### config.mk
export PLATFORM = sky130hd
export DESIGN_NAME = lrs_sqrt_narrow
export DESIGN_NICKNAME = d
export VERILOG_FILES = /design/src/rtl/lrs_pkg.sv /design/src/rtl/lrs_sqrt_narrow.sv
export SDC_FILE = /design/constraint.sdc
export NUM_CORES = 2
export LEC_CHECK = 0
export BUFFER_PORTS_ARGS = -buffer_cell sky130_fd_sc_hd__buf_4
export CAP_MARGIN = 20
export CORE_MARGIN = 2
export CORE_UTILIZATION = 44
export DETAILED_ROUTE_END_ITERATION = 10
export RECOVER_POWER = 100
export SLEW_MARGIN = 25
export SYNTH_ARGS = -nofsm -noshare
export SYNTH_HDL_FRONTEND = slang
export SYNTH_SLANG_ARGS = --single-unit
### constraint.sdc
create_clock -name clk -period 4.78 [get_ports clk]
set_clock_uncertainty 0.05 [all_clocks]
set_input_delay 0.239 -clock clk [delete_from_list [all_inputs] [get_ports clk]]
set_output_delay 0.239 -clock clk [all_outputs]
set_load 0.02 [all_outputs]
### src/rtl/lrs_pkg.sv
package lrs_pkg;

  localparam int FRAC_BITS = 24;
  localparam int CW        = 32;
  localparam int LIMBS     = 4;
  localparam int DW        = 3 * CW + 1;
  localparam int D2W       = 2 * DW;
  localparam int D3W       = 3 * DW;
  localparam int NW        = 4 * CW + 6 * FRAC_BITS;
  localparam int QW        = 4 * CW;
  localparam int SW        = 2 * CW;

  typedef enum logic [1:0] {
    MODE_CONST,
    MODE_INV_SQRT,
    MODE_INV_LIN,
    MODE_INV_34
  } mode_t;

  typedef enum logic [1:0] {
    REG_MODE,
    REG_BASE,
    REG_LAMBDA,
    REG_FLOOR
  } reg_idx_t;

  typedef struct packed {
    logic valid;
    logic t_zero;
  } lrs_tag_t;

endpackage

### src/rtl/lrs_sqrt_narrow.sv
module lrs_sqrt_narrow (
  input  logic                      clk,
  input  logic                      rst,
  input  logic                      en,
  input  lrs_pkg::lrs_tag_t         tag_in,
  input  logic [lrs_pkg::SW-1:0]    x,
  input  logic [lrs_pkg::CW-1:0]    pass_in,
  output lrs_pkg::lrs_tag_t         tag_out,
  output logic [lrs_pkg::CW-1:0]    root,
  output logic [lrs_pkg::CW-1:0]    pass
);
  import lrs_pkg::*;

  localparam int TW = SW + 2;

  lrs_tag_t      tg  [0:CW];
  logic [SW-1:0] rem [0:CW];
  logic [CW-1:0] rt  [0:CW];
  logic [CW-1:0] ps  [0:CW];

  assign tg[0]  = tag_in;
  assign rem[0] = x;
  assign rt[0]  = '0;
  assign ps[0]  = pass_in;

  for (genvar j = 0; j < CW; j++) begin : g_step
    localparam int B = CW - 1 - j;
    logic [TW-1:0] trial;
    logic          fit;

    assign trial = (TW'(rt[j]) << (B + 1)) | (TW'(1) << (2 * B));
    assign fit   = trial <= TW'(rem[j]);

    always_ff @(posedge clk) begin
      if (rst) begin
        tg[j+1] <= '0;
      end else if (en) begin
        tg[j+1] <= tg[j];
      end
    end

    always_ff @(posedge clk) begin
      if (en) begin
        ps[j+1]  <= ps[j];
        rem[j+1] <= fit ? rem[j] - trial[SW-1:0] : rem[j];
        rt[j+1]  <= fit ? (rt[j] | (CW'(1) << B)) : rt[j];
      end
    end
  end

  assign tag_out = tg[CW];
  assign root    = rt[CW];
  assign pass    = ps[CW];

endmodule

; ---- After elaboration in Yosys (flattened, before gate mapping)
; Cells that the tools add are included.
[op_classes]
n_addsub = 31
magnitude_cmp = 32
muxes = 32
[ops]
columns = operator, count
row1 = 64-bit two-way mux, 31
row2 = 33-bit by 64-bit <= comparator with 1-bit output, 1
row3 = 34-bit by 64-bit <= comparator with 1-bit output, 1
row4 = 35-bit by 64-bit <= comparator with 1-bit output, 1
row5 = 36-bit by 64-bit <= comparator with 1-bit output, 1
row6 = 37-bit by 64-bit <= comparator with 1-bit output, 1
row7 = 38-bit by 64-bit <= comparator with 1-bit output, 1
row8 = 39-bit by 64-bit <= comparator with 1-bit output, 1
row9 = 40-bit by 64-bit <= comparator with 1-bit output, 1
row10 = 41-bit by 64-bit <= comparator with 1-bit output, 1
row11 = 42-bit by 64-bit <= comparator with 1-bit output, 1
row12 = 43-bit by 64-bit <= comparator with 1-bit output, 1
row13 = 44-bit by 64-bit <= comparator with 1-bit output, 1
row14 = 45-bit by 64-bit <= comparator with 1-bit output, 1
row15 = 46-bit by 64-bit <= comparator with 1-bit output, 1
row16 = 47-bit by 64-bit <= comparator with 1-bit output, 1
row17 = 48-bit by 64-bit <= comparator with 1-bit output, 1
row18 = 49-bit by 64-bit <= comparator with 1-bit output, 1
row19 = 50-bit by 64-bit <= comparator with 1-bit output, 1
row20 = 51-bit by 64-bit <= comparator with 1-bit output, 1
row21 = 52-bit by 64-bit <= comparator with 1-bit output, 1
row22 = 53-bit by 64-bit <= comparator with 1-bit output, 1
row23 = 54-bit by 64-bit <= comparator with 1-bit output, 1
row24 = 55-bit by 64-bit <= comparator with 1-bit output, 1
row25 = other kinds (41), 41
[word_totals]
reg_bits = 4096
in_bits = 101
output_inout_bits = 66
elab_cells = 285

; ---- Depth between registers and ports, before layout
[logic_depth]
ltp_word = 2
depth_mapped = 15
ltp_nobuf = 12

; ---- Worst setup path before layout
; No wires, ideal clock.
[synth_timing]
path_type = reg-to-reg
start = reg rem[1136] (netlist bit)
end = reg rem[1074] (netlist bit), data pin
setup_ns = 0.260
arrival_ns = 3.525
required_time_ns = 4.470
slack_ns = 0.945
path_stages_with_launch = 11
path_buffers = 1
synth_period_minus_slack_ns = 3.835
path_cell_list = edfxtp_1 -> ha_1 -> or3_1 -> or3_1 -> or4_1 -> or3_1 -> or3_1 -> a2111oi_4 -> buf_2 -> nor2_1 -> mux2_2
[synth_via]
elab_chain_len = 2
word_cells_on_any_way = 3
classes_between = 1 x add/sub / 1 x order compare / 1 x mux
[synth_lines]
columns = item, line_no
row1 = start: declaration, lrs_sqrt_narrow.sv:17  ; logic [SW-1:0] rem [0:CW];
row2 = start signal: indexed assignment, lrs_sqrt_narrow.sv:45  ; rem[j+1] <= fit ? rem[j] - trial[SW-1:0] : rem[j];
row3 = 64-bit by 49-bit subtractor with 64-bit output or 49-bit by 64-bit <= comparator with 1-bit output (tied branches), "lrs_sqrt_narrow.sv:45, lrs_sqrt_narrow.sv:32"
row4 = 64-bit two-way mux (*), lrs_sqrt_narrow.sv:45
; Mark *: on every way between the ends. The rest lies on a longest branch, timed or not.
; A chain may end at the register's enable or synchronous reset.

; ---- Final worst setup path
[layout_timing]
start = reg rem[620] (netlist bit)
end = reg rem[532] (netlist bit), data pin
[layout_via]
elab_chain_len = 2
[layout_lines]
columns = item, line_no
row1 = 41-bit by 64-bit <= comparator with 1-bit output, lrs_sqrt_narrow.sv:32  ; assign fit = trial <= TW'(rem[j]);
row2 = 64-bit two-way mux, lrs_sqrt_narrow.sv:45
; No other way between the ends.

==> impl_results.md <==
- CTS tree: done
- Post-route DRC: 0
- Root Buffer: clkbuf_16
- Ranking of synthesized cells by area: edfxtp_1 69%, ha_1 4.5%, xnor2_1 2.9%, xor2_1 2.1%, a21oi_1 2.1%
- Bufs on Longest Clock Path: 4
- Vias in the first global route: 88600
- CTS Sinks: 3600
- Initial antenna violation count: 14
- WHS Path Cells: 4
- Final max-slew violation count: 737
- CP arrival: 5040 ps
- Synth top area share: 0.689
- Die H: 596 µm
- Leading cell type by number of instances after synthesis: edfxtp_1
- Detail Placement HPWL: 259 mm
- Synth-to-Final Area Change: 13.6%
- Global route overflow: 0
- Final setup viols: 0
- Crit Path Class: reg2reg
- CP dominant cell by count: or3_1
- R2R setup slack: 330 ps
- Tmin final: 4450 ps
- Via count: 89400
- GRT Util Overall: 0.198
- Share of flip-flops with an asynchronous set or reset: 0
- Antenna viol nets, final: 0
- Final Cell Area: 0.175 mm²
- Wire per inst: 21.7 µm
- Worst flop-to-flop path startpoint: rem[620]
- Largest net degree at the start of global routing: 182
- Die area: 0.355 mm²
- CP Launch Type: flop
- RSZ-0062 raised after global routing: no
- Final hold slack: 216 ps
- Pint: 61.8 mW
- Top_reg_cell synth: edfxtp_1
- Final worst-path cycle share: 0.931
- Crit-path max FO: 31
- Power share of the sequential group: 0.491
- Pleak: 64.0 nW
- Layout cells sized above 1: 0.0720
- Core box area: 0.349 mm²
- TritonCTS Buffers: 380
- Setup TNS: 0 ps
- Syn avg cell area: 14.2 µm²
- Vias per cell: 5.43
- Slew @ Worst Pin: 3170 ps
- Post-synthesis sequential area ratio: 0.697
- FF-to-FF End: rem[532]
- Initial Util: 0.442
- # nets final: 12200
- Die Wd: 596 µm
- First-pass GRT wire length: 542 mm
- Reg2reg path depth: 8
- Post-synth top cells: 3536 x edfxtp_1, 712 x inv_1, 701 x nor2_1, 649 x a21oi_1, 558 x ha_1
- Fin. Hold Viols: 0
- Worst path required time: 5370 ps
- CP cell instances: or4_1 > or3_1 > or2_2 > or3_1 > nor4b_1 > o2111a_1 > inv_2 > mux2_1
- CP Capture Type: flop
- Synthesized Nets: 11500
- Worst-path clk slew: 60 ps
- Input/output buffers: 166
- Hold WC Path Type: in2reg
- DR iter-0 viols: 7486
- Max_slew headroom: -1.11
- Synth Register Bits: 3600
- Maximum clock rate: 225 MHz
- Boundary Pins: 167
- CP max stage delay: 620 ps
- Max stage delay cell, worst path: edfxtp_1
- Pre-antenna DRT Iters: 6
- Clock Latency Late Sink: 960 ps
- Logic pwr share: 0.169
- Placed Area: 0.162 mm²
- Cells after synthesis: 10900
- Hold path start: x[63]
- Post-synth EDFFs: 3536
- Rows: 217
- Cell taking the most area after synthesis: edfxtp_1
- DRT Wirelength: 357 mm
- Switch share: 0.277
- Cell area after synthesis: 0.154 mm²
- MaxCap Viol Count: 8
- Synth cell types: 85
- Outcome: finished, violations left
- H-tree depth: 5
- Clock share of power: 0.340
- Worst vdd ir: 0.379 mV
- Synth Warn #: 0
- Worst Hold End: rem[2047]
- GP Congestion: 0.890
- PwrDens: 488 mW/mm²
- P_sw: 23.6 mW
- Failing checks: capacitance limit, slew limit
-- power groups by stage --
stage          combinational, mW  clock [mW]  sequential [mW]
2_1_floorplan               10.2           0             40.9
3_3_place_gp                14.2           0             42.5
3_5_place_dp                14.4           0             42.5
4_1_cts                     14.6        29.9             41.9
5_1_grt                     16.1        31.1             42.2
6_report                    14.5        29.0             41.9
-- what timing repair did --
| action | CTS | global route |
|---|---|---|
| setup buffers | 0 | 0 |
| hold buffers | 199 | 0 |
| endpoints found under the setup margin | 0 | 3 |
| endpoints found under the hold margin | 179 | 0 |
| resized for setup | 0 | 1 |
-- kinds of logic after synthesis --
| logic type | count (synthesis) | share of synthesized area |
|---|---|---|
| flip-flops | 3600 | 0.697 |
| multiplexers | 147 | 0.0101 |
| XOR/XNOR | 886 | 0.0504 |
| AND/OR/NAND/NOR | 2890 | 0.0978 |
| buffers and inverters | 970 | 0.0247 |
| AO/OA/AOI/OAI | 1836 | 0.0742 |
| adder cells (fa/ha/maj) | 558 | 0.0453 |
-- metal layers --
metal / up-vias / GRT usage / part of all wire
met2: 2216 / 0.325 / 0.47
li1: 42500 / - / -
met5: - / 0 / 0.00012
met4: 8 / 0.0665 / 0.033
met1: 44100 / 0.269 / 0.44
met3: 587 / 0.0296 / 0.051
-- cells in the final DEF, fill, tap and decap left out, types with 247 or more instances in the layout --
cell type  synthesis  final
a21o_1           247    247
a21oi_1          649    648
clkbuf_16          0    384
edfxtp_1        3536   3536
ha_1             558    558
inv_1            712    711
nand2_1          551    551
nor2_1           701    700
nor3_1           248    248
nor4_1           341    339
o21ai_0          405    405
xnor2_1          508    508
xor2_1           378    378
-- worst max-delay path by stage --
| stage | startpoint | end | slack (ps) | depth (start not counted) |
|---|---|---|---|---|
| finish | rem[620] | rem[532] | 330 | 8 |
| global route | rem[686] | rem[624] | 60 | 11 |
| floorplan | rem[1136] | rem[1074] | 940 | 10 |
| CTS | g_step[26].trial[34] | rem[382] | 170 | 11 |
| detailed placement | g_step[26].trial[34] | rem[382] | 180 | 11 |
| global placement | g_step[26].trial[34] | rem[382] | 130 | 11 |
-- registers in the layout, summed over array words and instances (netlist names) --
register      count
pass             32
tg               62
tag_out           2
g_step.trial    496
root             32
rem            1984
ps              992
-- worst max-delay path: cells and delay by family (launching register included) --
family	cells	cell delay, ps
flip-flops	1	620
multiplexers	1	420
AND/OR/NAND/NOR	5	2340
buffers and inverters	1	300
AO/OA/AOI/OAI	1	400
-- through the flow --
step | setup WS (ps) | util | total power [mW] | cells
2_1_floorplan | 945 | - | 51.1 | 10900
3_3_place_gp | 129 | 0.463 | 56.7 | 15600
3_5_place_dp | 185 | 0.463 | 56.8 | 15600
4_1_cts | 166 | 0.504 | 86.3 | 16500
5_1_grt | 60.9 | 0.502 | 89.4 | 16500
6_report | 331 | 0.502 | 85.4 | 16500
-- cell type report --
cell class	count	area [µm²]
Fill cell	29500	174000
Sequential cell	3600	107000
Multi-Input combinational cell	6317	42800
Clock buffer	448	9860
Tap cell	4599	5750
Timing Repair Buffer	531	3990
Inverter	715	2680
Clock inverter	253	2460
Antenna cell	7	17.5
(Power assumes the default switching activity.)
